[src/rtl/wgm_pkg.sv]
// Shared types and constants for the wildcard glob matcher.
package wgm_pkg;

  // Item action codes
  typedef enum logic [1:0] {
    ACT_APPEND = 2'd0,
    ACT_TEXT   = 2'd1,
    ACT_END    = 2'd2,
    ACT_CLEAR  = 2'd3
  } action_e;

  // Pattern wildcard symbols
  localparam logic [7:0] SYM_STAR = 8'h2A;
  localparam logic [7:0] SYM_ANY  = 8'h3F;

  // One input word as it leaves the input register
  typedef struct packed {
    logic       fire;
    action_e    action;
    logic [7:0] symbol;
  } step_t;

endpackage

[src/rtl/wgm_if.sv]
// Valid/ready channel interfaces for the matcher's input and result words.
interface wgm_in_if;
  logic              valid;
  logic              ready;
  wgm_pkg::action_e  action;
  logic [7:0]        symbol;

  modport source (output valid, action, symbol, input ready);
  modport sink   (input valid, action, symbol, output ready);
endinterface

interface wgm_out_if;
  logic valid;
  logic ready;
  logic matched;
  logic pattern_overflow;

  modport source (output valid, matched, pattern_overflow, input ready);
  modport sink   (input valid, matched, pattern_overflow, output ready);
endinterface

[src/rtl/wgm_pattern.sv]
// Pattern storage: symbol registers, length, empty-text start vector, overflow flag.
module wgm_pattern #(
  parameter int unsigned MAX_PATTERN = 32
) (
  input  logic                                   clk_i,
  input  logic                                   rst_ni,
  input  wgm_pkg::step_t                         step_i,
  output logic [MAX_PATTERN-1:0][7:0]            store_o,
  output logic [$clog2(MAX_PATTERN + 1)-1:0]     len_o,
  output logic [MAX_PATTERN:0]                   start_d_o,
  output logic                                   overflow_o
);

  localparam int unsigned LenW = $clog2(MAX_PATTERN + 1);
  localparam int unsigned VecW = MAX_PATTERN + 1;

  logic [MAX_PATTERN-1:0][7:0] store_q;
  logic [LenW-1:0]             len_q, len_d;
  logic [VecW-1:0]             start_q, start_d;
  logic                        ovf_q, ovf_d;
  logic                        full;
  logic                        do_append;

  assign full      = (len_q == LenW'(MAX_PATTERN));
  assign do_append = step_i.fire && (step_i.action == wgm_pkg::ACT_APPEND);

  // Next length, start vector and overflow flag
  always_comb begin
    len_d   = len_q;
    start_d = start_q;
    ovf_d   = ovf_q;
    if (step_i.fire) begin
      case (step_i.action)
        wgm_pkg::ACT_APPEND: begin
          if (full) begin
            ovf_d = 1'b1;
          end else begin
            len_d = len_q + LenW'(1);
            // new prefix matches empty text only through a run of stars
            for (int j = 0; j < MAX_PATTERN; j++) begin
              if (len_q == LenW'(j)) begin
                start_d[j+1] = (step_i.symbol == wgm_pkg::SYM_STAR) && start_q[j];
              end
            end
          end
        end
        wgm_pkg::ACT_CLEAR: begin
          len_d   = '0;
          ovf_d   = 1'b0;
          start_d = VecW'(1);
        end
        default: begin
        end
      endcase
    end
  end

  always_ff @(posedge clk_i or negedge rst_ni) begin
    if (!rst_ni) begin
      len_q   <= '0;
      start_q <= VecW'(1);
      ovf_q   <= 1'b0;
    end else begin
      len_q   <= len_d;
      start_q <= start_d;
      ovf_q   <= ovf_d;
    end
  end

  // Symbol registers, written at the current length; no reset needed
  always_ff @(posedge clk_i) begin
    for (int j = 0; j < MAX_PATTERN; j++) begin
      if (do_append && !full && (len_q == LenW'(j))) begin
        store_q[j] <= step_i.symbol;
      end
    end
  end

  assign store_o    = store_q;
  assign len_o      = len_q;
  assign start_d_o  = start_d;
  assign overflow_o = ovf_q;

endmodule

[src/rtl/wgm_prefix.sv]
// Prefix-match vector: one lane per pattern position, stepped per text word, else reloaded.
module wgm_prefix #(
  parameter int unsigned MAX_PATTERN = 32
) (
  input  logic                                   clk_i,
  input  logic                                   rst_ni,
  input  wgm_pkg::step_t                         step_i,
  input  logic [MAX_PATTERN-1:0][7:0]            store_i,
  input  logic [$clog2(MAX_PATTERN + 1)-1:0]     len_i,
  input  logic [MAX_PATTERN:0]                   start_d_i,
  output logic                                   hit_o
);

  localparam int unsigned LenW = $clog2(MAX_PATTERN + 1);
  localparam int unsigned VecW = MAX_PATTERN + 1;

  logic [VecW-1:0] prefix_q, prefix_d;
  logic [VecW-1:0] nxt;

  // Lane j: a star carries the bit from below (carry-style chain),
  // any other symbol moves the bit up one place on a match
  assign nxt[0] = 1'b0;
  for (genvar j = 0; j < MAX_PATTERN; j++) begin : g_lane
    logic is_star, sym_hit, active;
    assign is_star = (store_i[j] == wgm_pkg::SYM_STAR);
    assign sym_hit = (store_i[j] == step_i.symbol) || (store_i[j] == wgm_pkg::SYM_ANY);
    assign active  = (LenW'(j) < len_i);
    assign nxt[j+1] = active && (is_star ? (prefix_q[j+1] || nxt[j])
                                         : (prefix_q[j] && sym_hit));
  end

  // Text words advance the vector; every other word reloads the start vector
  always_comb begin
    prefix_d = prefix_q;
    if (step_i.fire) begin
      if (step_i.action == wgm_pkg::ACT_TEXT) begin
        prefix_d = nxt;
      end else begin
        prefix_d = start_d_i;
      end
    end
  end

  always_ff @(posedge clk_i or negedge rst_ni) begin
    if (!rst_ni) begin
      prefix_q <= VecW'(1);
    end else begin
      prefix_q <= prefix_d;
    end
  end

  assign hit_o = prefix_q[len_i];

endmodule

[src/rtl/wildcard_glob_matcher.sv]
// Wildcard glob matcher top level: input register, pattern and prefix lanes, result register.
//
// Load a pattern with append words after a clear ('?' matches any one byte,
// '*' any run including none), then stream text bytes and close each text
// with an end word, which returns one result word (matched, pattern_overflow);
// other words return nothing. One word is taken every cycle with no gaps, unless an end
// word waits in the input register for a full, stalled result slot. A word is registered
// at the input, then all MAX_PATTERN position lanes of the prefix vector update together
// from that register, and an end word's result is captured in the result register. The
// critical path is the carry-like OR chain through consecutive '*' lanes, MAX_PATTERN
// positions long. An append beyond MAX_PATTERN symbols is dropped and flags overflow until
// the next clear; an append in the middle of a text discards that text.
module wildcard_glob_matcher #(
  parameter int unsigned MAX_PATTERN = 32
) (
  input  logic          clk_i,
  input  logic          rst_ni,
  wgm_in_if.sink        in_i,
  wgm_out_if.source     out_o
);

  localparam int unsigned LenW = $clog2(MAX_PATTERN + 1);

  logic                        in_vld_q;
  wgm_pkg::action_e            in_act_q;
  logic [7:0]                  in_sym_q;
  logic                        advance;
  wgm_pkg::step_t              step;

  logic [MAX_PATTERN-1:0][7:0] store;
  logic [LenW-1:0]             len;
  logic [MAX_PATTERN:0]        start_d;
  logic                        ovf;
  logic                        hit;

  logic                        out_vld_q;
  logic                        matched_q;
  logic                        ovf_q;

  // Input word moves on unless it is an end word blocked by a full result slot
  assign advance = in_vld_q &&
                   ((in_act_q != wgm_pkg::ACT_END) || !out_vld_q || out_o.ready);
  assign in_i.ready = !in_vld_q || advance;

  always_ff @(posedge clk_i or negedge rst_ni) begin
    if (!rst_ni) begin
      in_vld_q <= 1'b0;
    end else if (in_i.ready) begin
      in_vld_q <= in_i.valid;
    end
  end

  always_ff @(posedge clk_i) begin
    if (in_i.ready && in_i.valid) begin
      in_act_q <= in_i.action;
      in_sym_q <= in_i.symbol;
    end
  end

  assign step.fire   = advance;
  assign step.action = in_act_q;
  assign step.symbol = in_sym_q;

  wgm_pattern #(
    .MAX_PATTERN (MAX_PATTERN)
  ) u_pattern (
    .clk_i      (clk_i),
    .rst_ni     (rst_ni),
    .step_i     (step),
    .store_o    (store),
    .len_o      (len),
    .start_d_o  (start_d),
    .overflow_o (ovf)
  );

  wgm_prefix #(
    .MAX_PATTERN (MAX_PATTERN)
  ) u_prefix (
    .clk_i     (clk_i),
    .rst_ni    (rst_ni),
    .step_i    (step),
    .store_i   (store),
    .len_i     (len),
    .start_d_i (start_d),
    .hit_o     (hit)
  );

  // Result register
  always_ff @(posedge clk_i or negedge rst_ni) begin
    if (!rst_ni) begin
      out_vld_q <= 1'b0;
    end else if (advance && (in_act_q == wgm_pkg::ACT_END)) begin
      out_vld_q <= 1'b1;
    end else if (out_o.ready) begin
      out_vld_q <= 1'b0;
    end
  end

  always_ff @(posedge clk_i) begin
    if (advance && (in_act_q == wgm_pkg::ACT_END)) begin
      matched_q <= !ovf && hit;
      ovf_q     <= ovf;
    end
  end

  assign out_o.valid            = out_vld_q;
  assign out_o.matched          = matched_q;
  assign out_o.pattern_overflow = ovf_q;

endmodule

[src/flat_wrapper.sv]
// flat-port wrapper written by rule: the top's interface ports become plain ports
module wildcard_glob_matcher_flat 
#(
  parameter int unsigned MAX_PATTERN = 32
)
  (clk_i, rst_ni, in_i_valid, in_i_action, in_i_symbol, in_i_ready, out_o_valid, out_o_matched, out_o_pattern_overflow, out_o_ready);
  wgm_in_if in_i_i ();
  wgm_out_if out_o_i ();
  input  logic clk_i;
  input  logic rst_ni;
  input wire logic [$bits(in_i_i.valid)-1:0] in_i_valid;
  input wire logic [$bits(in_i_i.action)-1:0] in_i_action;
  input wire logic [$bits(in_i_i.symbol)-1:0] in_i_symbol;
  output wire logic [$bits(in_i_i.ready)-1:0] in_i_ready;
  output wire logic [$bits(out_o_i.valid)-1:0] out_o_valid;
  output wire logic [$bits(out_o_i.matched)-1:0] out_o_matched;
  output wire logic [$bits(out_o_i.pattern_overflow)-1:0] out_o_pattern_overflow;
  input wire logic [$bits(out_o_i.ready)-1:0] out_o_ready;
  assign in_i_i.valid = in_i_valid;
  assign in_i_i.action = in_i_action;
  assign in_i_i.symbol = in_i_symbol;
  assign in_i_ready = in_i_i.ready;
  assign out_o_valid = out_o_i.valid;
  assign out_o_matched = out_o_i.matched;
  assign out_o_pattern_overflow = out_o_i.pattern_overflow;
  assign out_o_i.ready = out_o_ready;
  wildcard_glob_matcher #(.MAX_PATTERN(MAX_PATTERN)) u_core (.clk_i(clk_i), .rst_ni(rst_ni), .in_i(in_i_i), .out_o(out_o_i));
endmodule
[config.mk]
export PLATFORM = sky130hd
export DESIGN_NAME = wildcard_glob_matcher_flat
export DESIGN_NICKNAME = d
export VERILOG_FILES = /design/src/rtl/wgm_pkg.sv /design/src/rtl/wgm_if.sv /design/src/rtl/wgm_pattern.sv /design/src/rtl/wgm_prefix.sv /design/src/rtl/wildcard_glob_matcher.sv /design/src/flat_wrapper.sv
export SDC_FILE = /design/constraint.sdc
export NUM_CORES = 1
export LEC_CHECK = 0
export ABC_AREA = 1
export BUFFER_PORTS_ARGS = -buffer_cell sky130_fd_sc_hd__buf_2
export CORE_UTILIZATION = 45
export DETAILED_ROUTE_END_ITERATION = 12
export GPL_ROUTABILITY_DRIVEN = 0
export SLEW_MARGIN = 20
export SYNTH_ARGS = -nofsm -noshare
export SYNTH_HDL_FRONTEND = slang
export SYNTH_SLANG_ARGS = --single-unit
[constraint.sdc]
create_clock -name clk_i -period 8.2 [get_ports clk_i]
set_input_delay 1.64 -clock clk_i [delete_from_list [all_inputs] [get_ports clk_i]]
set_output_delay 1.64 -clock clk_i [all_outputs]
set_load 0.01 [all_outputs]
Word level (Yosys, flattened, before mapping)
Index checks and enable logic that the tools add are counted.
{"block": "totals", "mem_bits_rw": 0, "reg_bits": 343, "word_cells": 498, "latch_bits": 0, "romBits": 0, "n_memories": 0}
{"block": "op_classes", "eq_ne": 135, "bitwise": 0, "n_mux": 77, "n_lt_le_gt_ge": 33, "n_div": 0, "reduce_logical": 210, "n_shift": 0, "add_sub_neg": 1, "n_mul": 0}
{"op": "== test 8 x 6 -> 1 bit, second input constant", "count": 65}
{"op": "== test 8 bit", "count": 32}
{"op": "logical AND 1 bit", "count": 134}
{"op": "== test 6 x 5 -> 1 bit, second input constant", "count": 16}
{"op": "< comparator 5 x 6 -> 1 bit, first input constant", "count": 16}
{"op": "two-way mux 1 bit", "count": 69}
{"op": "logical OR 1 bit", "count": 66}
{"op": "two-way mux 33 bit", "count": 2}
{"op": "case mux 32 bit (2 select lines)", "count": 1}
{"op": "== test 6 x 4 -> 1 bit, second input constant", "count": 8}
{"op": "< comparator 4 x 6 -> 1 bit, first input constant", "count": 8}
{"op": "two-way mux 32 bit", "count": 1}
{"op": "== test 6 x 3 -> 1 bit, second input constant", "count": 4}
{"op": "< comparator 3 x 6 -> 1 bit, first input constant", "count": 4}
{"op": "== test 6 x 2 -> 1 bit, second input constant", "count": 2}
{"op": "< comparator 1 x 6 -> 1 bit, first input constant", "count": 2}
{"op": "< comparator 2 x 6 -> 1 bit, first input constant", "count": 2}
{"op": "case mux 6 bit (2 select lines)", "count": 1}
{"op": "< comparator 6 x 7 -> 1 bit, second input constant", "count": 1}
{"op": "adder 6 x 1 -> 6 bit, second input constant", "count": 1}
{"op": "binary-select mux 1 bit (select 6 bit)", "count": 1}
{"op": "== test 6 x 1 -> 1 bit, second input constant", "count": 1}
{"op": "== test 6 bit, second input constant", "count": 1}
{"op": "logical NOT 6 bit", "count": 1}
{"op": "9 further kinds", "count": 17}

Logic depth before layout (Yosys ltp)
{"block": "depth", "ltp_word": 99, "mapped_depth": 73, "depth_no_buf": 73}

By module
From an unflattened synthesis, not the netlist that was laid out.
{"block": "unflattened", "hier_cells": 1967, "area_unflattened_um2": 18141.1}
{"module": "wgm_pattern", "area_each_um2": 10471.3, "instances": 1, "cells_each": 696}
{"module": "wgm_prefix", "area_each_um2": 7160.6, "instances": 1, "cells_each": 1242}
{"module": "wildcard_glob_matcher", "area_each_um2": 509.2, "instances": 1, "cells_each": 29}

Worst setup path after synthesis
Ideal clock, no wire load.
{"block": "synth_path", "kind": "register to register", "from": "reg u_core.in_sym_q[1]", "to": "reg u_core.u_prefix.prefix_q[32]", "setup_ps": 66, "path_stages_with_launch": 53, "arrival_time_ps": 4727, "required_ps": 8134, "path_slack_ps": 3407, "period_less_slack_ps": 4793, "cell_sequence": "edfxtp_1 buf_2 buf_1 xnor2_1 nand3_1 or4_1 o21ai_0 a21oi_1 a211oi_1 nand2_1 nand2_1 nand2_1 nand2_1 nand2_1 nand2_1 nand2_1 nand2_1 nand2_1 [... 17 more ...] nand2_1 nand2_1 nand2_1 nand2_1 nand2_1 nand2_1 nand2_1 nand2_1 nand2_1 nand2_1 nand2_1 nand2_1 nand2_2 nand2_1 nand2_1 nand2_1 nand2_1 nand2_1"}
{"block": "synth_via", "elab_chain_cells": 99, "word_cells_on_any_way": 198, "classes_between": "eq/ne: 33; mux: 37; reduce/logical: 128"}
{"element": "start: declaration", "line": "wildcard_glob_matcher.sv:26", "rtl": "logic [7:0] in_sym_q;"}
{"element": "start signal: assignment", "line": "wildcard_glob_matcher.sv:56", "rtl": "in_sym_q <= in_i.symbol;"}
{"element": "== test 8 bit", "line": "wgm_prefix.sv:26", "rtl": "assign sym_hit = (store_i[j] == step_i.symbol) || (store_i[j] == wgm_pkg::SYM_ANY);"}
{"element": "logical OR 1 bit", "line": "wgm_prefix.sv:26"}
{"element": "logical AND 1 bit", "line": "wgm_prefix.sv:29", "rtl": ": (prefix_q[j] && sym_hit));"}
{"element": "two-way mux 1 bit", "line": "wgm_prefix.sv:28", "rtl": "assign nxt[j+1] = active && (is_star ? (prefix_q[j+1] || nxt[j])"}
{"element": "logical AND 1 bit", "line": "wgm_prefix.sv:28"}
{"element": "logical OR 1 bit", "line": "wgm_prefix.sv:28"}
{"element": "two-way mux 1 bit", "line": "wgm_prefix.sv:28"}
{"element": "logical AND 1 bit", "line": "wgm_prefix.sv:28"}
{"element": "[... 83 more ...]"}
{"element": "logical AND 1 bit", "line": "wgm_prefix.sv:28"}
{"element": "logical OR 1 bit", "line": "wgm_prefix.sv:28"}
{"element": "two-way mux 1 bit", "line": "wgm_prefix.sv:28"}
{"element": "logical AND 1 bit", "line": "wgm_prefix.sv:28"}
{"element": "logical OR 1 bit", "line": "wgm_prefix.sv:28"}
{"element": "two-way mux 1 bit", "line": "wgm_prefix.sv:28"}
{"element": "logical AND 1 bit", "line": "wgm_prefix.sv:28"}
{"element": "two-way mux 33 bit (*)", "line": "wgm_prefix.sv:36", "rtl": "if (step_i.action == wgm_pkg::ACT_TEXT) begin"}
{"element": "end signal: assignment", "line": "wgm_prefix.sv:46", "rtl": "prefix_q <= VecW'(1);"}
{"element": "end signal: assignment", "line": "wgm_prefix.sv:48", "rtl": "prefix_q <= prefix_d;"}
{"element": "end: declaration", "line": "wgm_prefix.sv:17", "rtl": "logic [VecW-1:0] prefix_q, prefix_d;"}
Every way passes the cells marked *; elsewhere a longest branch is shown, timed or not.
A chain may end at the register's enable or synchronous reset.

Final worst setup path
{"block": "layout_path", "from": "reg u_core.u_pattern.len_q[0], in the netlist u_core.u_pattern.len_o[0]", "to": "reg u_core.u_prefix.prefix_q[32]"}
{"block": "layout_via", "elab_chain_cells": 96, "word_cells_on_any_way": 133, "classes_between": "order compare: 32; eq/ne: 2; mux: 36; reduce/logical: 63"}
{"element": "start: declaration", "line": "wgm_pattern.sv:18", "rtl": "logic [LenW-1:0] len_q, len_d;"}
{"element": "start signal: assignment", "line": "wgm_pattern.sv:64", "rtl": "len_q <= len_d;"}
{"element": "< comparator 1 x 6 -> 1 bit", "line": "wgm_prefix.sv:27", "rtl": "assign active = (LenW'(j) < len_i);"}
{"element": "logical AND 1 bit", "line": "wgm_prefix.sv:28"}
{"element": "logical OR 1 bit", "line": "wgm_prefix.sv:28"}
{"element": "two-way mux 1 bit", "line": "wgm_prefix.sv:28"}
{"element": "logical AND 1 bit", "line": "wgm_prefix.sv:28"}
{"element": "logical OR 1 bit", "line": "wgm_prefix.sv:28"}
{"element": "two-way mux 1 bit", "line": "wgm_prefix.sv:28"}
{"element": "logical AND 1 bit", "line": "wgm_prefix.sv:28"}
{"element": "[... 80 more ...]"}
{"element": "logical AND 1 bit", "line": "wgm_prefix.sv:28"}
{"element": "logical OR 1 bit", "line": "wgm_prefix.sv:28"}
{"element": "two-way mux 1 bit", "line": "wgm_prefix.sv:28"}
{"element": "logical AND 1 bit", "line": "wgm_prefix.sv:28"}
{"element": "logical OR 1 bit", "line": "wgm_prefix.sv:28"}
{"element": "two-way mux 1 bit", "line": "wgm_prefix.sv:28"}
{"element": "logical AND 1 bit", "line": "wgm_prefix.sv:28"}
{"element": "two-way mux 33 bit (*)", "line": "wgm_prefix.sv:36"}
Marks and branches as above.

==> metrics.md <==
| Metric | Value |
|---|---|
| Die height | `199.1 µm` |
| RSZ-0062 raised after global routing | `false` |
| Met2 usage in global routing | `between 40 and 50%` |
| Most used routing layer | `met2` |
| Largest area contributor in the netlist | `edfxtp_1` |
| GR Util All Layers | `24.82%` |
| Reg-to-Reg End | `u_core.u_prefix.prefix_q[32]` |
| Ports | `18` |
| Async SR Flop Fraction | `approximately 22%` |
| Setup_tns | `0 ns` |
| Syn Nets | `around 1800` |
| Post-synthesis sequential area ratio | `between 50% and 60%` |
| Yosys warns | `0` |
| PostCTS Resize Cnt | `0` |
| Vias post-DR | `~13000` |
| Die width | `199.1 µm` |
| Root buffer cell | `clkbuf_16` |
| IO Port Bufs | `17` |
| Global-route wire length before repair | `approximately 74000 µm` |
| Via density per instance | `5.691` |
| Final Hold Fails | `0` |
| Die area | `between 30000 and 40000 µm²` |
| Hold path endpoint | `u_core.u_pattern.start_q[0]` |
| Largest net degree at the start of global routing | `76` |
| Hold path cells | `2` |
| Final period utilization | `about 77%` |
| Detailed placement HPWL | `31450 µm` |
| Routing usage on met1 | `between 30% and 40%` |
| Worst-Margin Slew | `0.8771 ns` |
| CTS tree | `done` |
| Initial drt markers | `roughly 1200` |
| Detailed Route WL | `~48000 µm` |
| Core area | `between 30000 and 40000 µm²` |
| Pwr Total | `a little over 4 mW` |
| Post-CTS setup buffer count | `0` |
| Crit path DAT | `~6.7 ns` |
| Area Growth Syn to Fin | `11.17%` |
| Clock Tree Buf Depth | `3` |
| Post-DRT Antenna Nets | `0` |
| Nets | `1832` |
| Peak supply drop | `between 100 and 150 µV` |
| DRC | `0` |
| Clock share of power | `between 40% and 50%` |
| Flop-to-flop setup slack | `just under 2 ns` |
| Top-count cell post-synth | `nand2_1` |
| #FFs+latches synth | `about 340` |
| Crit start category | `flop` |
| Slowest cell on crit path | `dfrtp_1` |
| Min cycle time layout | `6.280 ns` |
| Rows | `between 70 and 80` |
| Placed insts | `around 2300` |
| Critical path's largest stage delay | `about 0.80 ns` |
| Final non-filler cell total | `between 2000 and 2500` |
| Status | `completed` |
| HP Class | `flop to flop` |
| Sw Pwr | `approximately 1.1 mW` |
| R2R cell count | `63` |
| Syn Area/Cell | `9.790 µm²` |
| Critical R2R Launch | `u_core.u_pattern.len_o[0]` |
| Mapped Cells | `1786` |
| Critical path peak fanout | `23` |
| Most frequent CP cell | `nand2_1` |
| Final setup fails | `0` |
| Total grt overflow | `0` |
| Worst skew pair latency | `between 0.5 and 0.6 ns` |
| Post-synth top cells | `nand2_1, edfxtp_1, nor2_1, inv_1, xnor2_1` |
| Post-synth top area share | `~46%` |
| Yosys cell types | `a little under 50` |
| Post-Syn Area | `roughly 17000 µm²` |
| Fmax | `about 0.16 GHz` |
| Internal | `just over 3 mW` |
| Clock skew | `roughly 0.02 ns` |
| Number of synthesized flops with an enable pin | `~270` |
| Cell Pwr Density | `between 200 and 250 nW/µm²` |
| Layout cell share with drive strength beyond 1 | `about a tenth` |
| Grt met3 use | `approximately 3.1%` |
| Hold wc startpoint | `u_core.u_pattern.start_q[0]` |
| Num CTS Buffers | `40` |
| CP Class | `flop to flop` |
| Initial Util | `between 40 and 50%` |
| Switching Fraction | `a little over a quarter` |
| Wire length per cell | `20.35 µm` |
| Primary FF master, synth | `edfxtp_1` |
| H-Tree Level Count | `2` |
| Max Slew Vio Count | `0` |
| CTS Hold Buffers Added | `0` |
| Max Cap Viol | `0` |
| P_leak | `6.666 nW` |
| Sequential share of power | `between 40% and 50%` |
| Antenna violations before repair | `0` |
| First drt pass iteration count | `5` |
| Slew HR | `approximately two fifths` |
| Gate power share | `12.0%` |
| Setup crit end kind | `flop` |
| ANT cells | `0` |
| Clock sinks | `around 340` |
| Synth area leaders | `edfxtp_1, dfrtp_1, nand2_1, xnor2_1, nor2_1` |
| Clock-pin slew on the worst setup and hold paths | `roughly 0.06 ns` |
| Vias in the first global route | `roughly 13000` |
| Worst EP required | `8.65 ns` |
-- logic make-up (layout without fill, tap and decap cells) --
group	after synthesis	after routing	synth area share [%]
flip-flops	343	343	56.78
adder cells (fa/ha/maj)	7	7	0.5009
AND/OR/NAND/NOR	806	806	21.42
buffers and inverters	231	285	5.224
XOR/XNOR	141	141	7.063
AO/OA/AOI/OAI	258	258	9.017
-- metal layers --
metal | share of wire, % | vias up
met2 | 47 | 445
met1 | 45 | 6556
met5 | 0 | -
met3 | 6.1 | 84
met4 | 2.5 | 0
li1 | - | 6294
-- state kept, by name, summed over array words and instances, names as in the netlist, 2 cells and up --
name and flops:
u_core.in_act_q 2, u_core.u_pattern.len_o 6, u_core.in_sym_q 8, u_core.u_prefix.prefix_q 33, u_core.u_pattern.store_o 256, u_core.u_pattern.start_q 33
-- metrics by stage --
| stage | hold WS, ns | worst slack, ns | utilization [%] | cell area [µm²] |
|---|---|---|---|---|
| final | 0.4955 | 1.920 | 51.24 | 19440 |
| after CTS | 0.4996 | 2.069 | 51.23 | 19430 |
| after global routing | 0.5405 | 1.054 | 51.24 | 19440 |
| after floorplan | 0.4411 | 3.407 | - | 17480 |
| after detailed placement | 0.4914 | 2.119 | 47.95 | 18190 |
| after global placement | 0.4868 | 2.215 | 47.95 | 18190 |
-- how the worst max path moves through the flow --
stage | startpoint | endpoint
floorplan | u_core.in_sym_q[1] | u_core.u_prefix.prefix_q[32]
global placement | u_core.u_pattern.len_o[0] | u_core.u_prefix.prefix_q[32]
detailed placement | u_core.u_pattern.len_o[0] | u_core.u_prefix.prefix_q[32]
CTS | u_core.u_pattern.len_o[0] | u_core.u_prefix.prefix_q[32]
global route | u_core.u_pattern.len_o[0] | u_core.u_prefix.prefix_q[32]
finish | u_core.u_pattern.len_o[0] | u_core.u_prefix.prefix_q[32]
-- power by group through the flow --
stage | combinational [mW] | sequential [mW] | clock, mW
after global routing | 0.542 | 1.96 | 1.80
after floorplan | 0.337 | 1.97 | 0
final | 0.497 | 1.96 | 1.70
after global placement | 0.485 | 1.99 | 0
after detailed placement | 0.489 | 1.99 | 0
after CTS | 0.491 | 1.96 | 1.73
-- final cells by class --
class	count	area (µm²)
inverters	166	623.1
well taps	511	639.4
repair buffers	48	349.1
clock inverters	13	132.6
flip-flops and latches	343	9927
multi-input cells	1212	6656
clock buffers	58	1110
fillers	3433	18500
-- critical path: cells and delay by family, from the launching register on --
family          cells  cell delay, ns
compound gates      1            0.11
simple gates       58            3.64
fa+ha+maj           1            0.49
flops               1            0.80
buf+inv             3            1.15
-- layout by cell type, fill, tap and decap left out, drive strengths merged, types with 9 or more instances in the layout --
cell type and count:
nand2 302, o22ai 37, clkbuf 58, edfxtp 268, nand4 78, nand3 70, nor4 42, a22oi 26
dfrtp 73, inv 163, a21oi 65, xor2 23, or2 73, clkinv 13, nor3 48, nor2 181
xnor2 118, buf 48, o21ai 76, a211oi 9
Power figures use the tool's default switching activity.
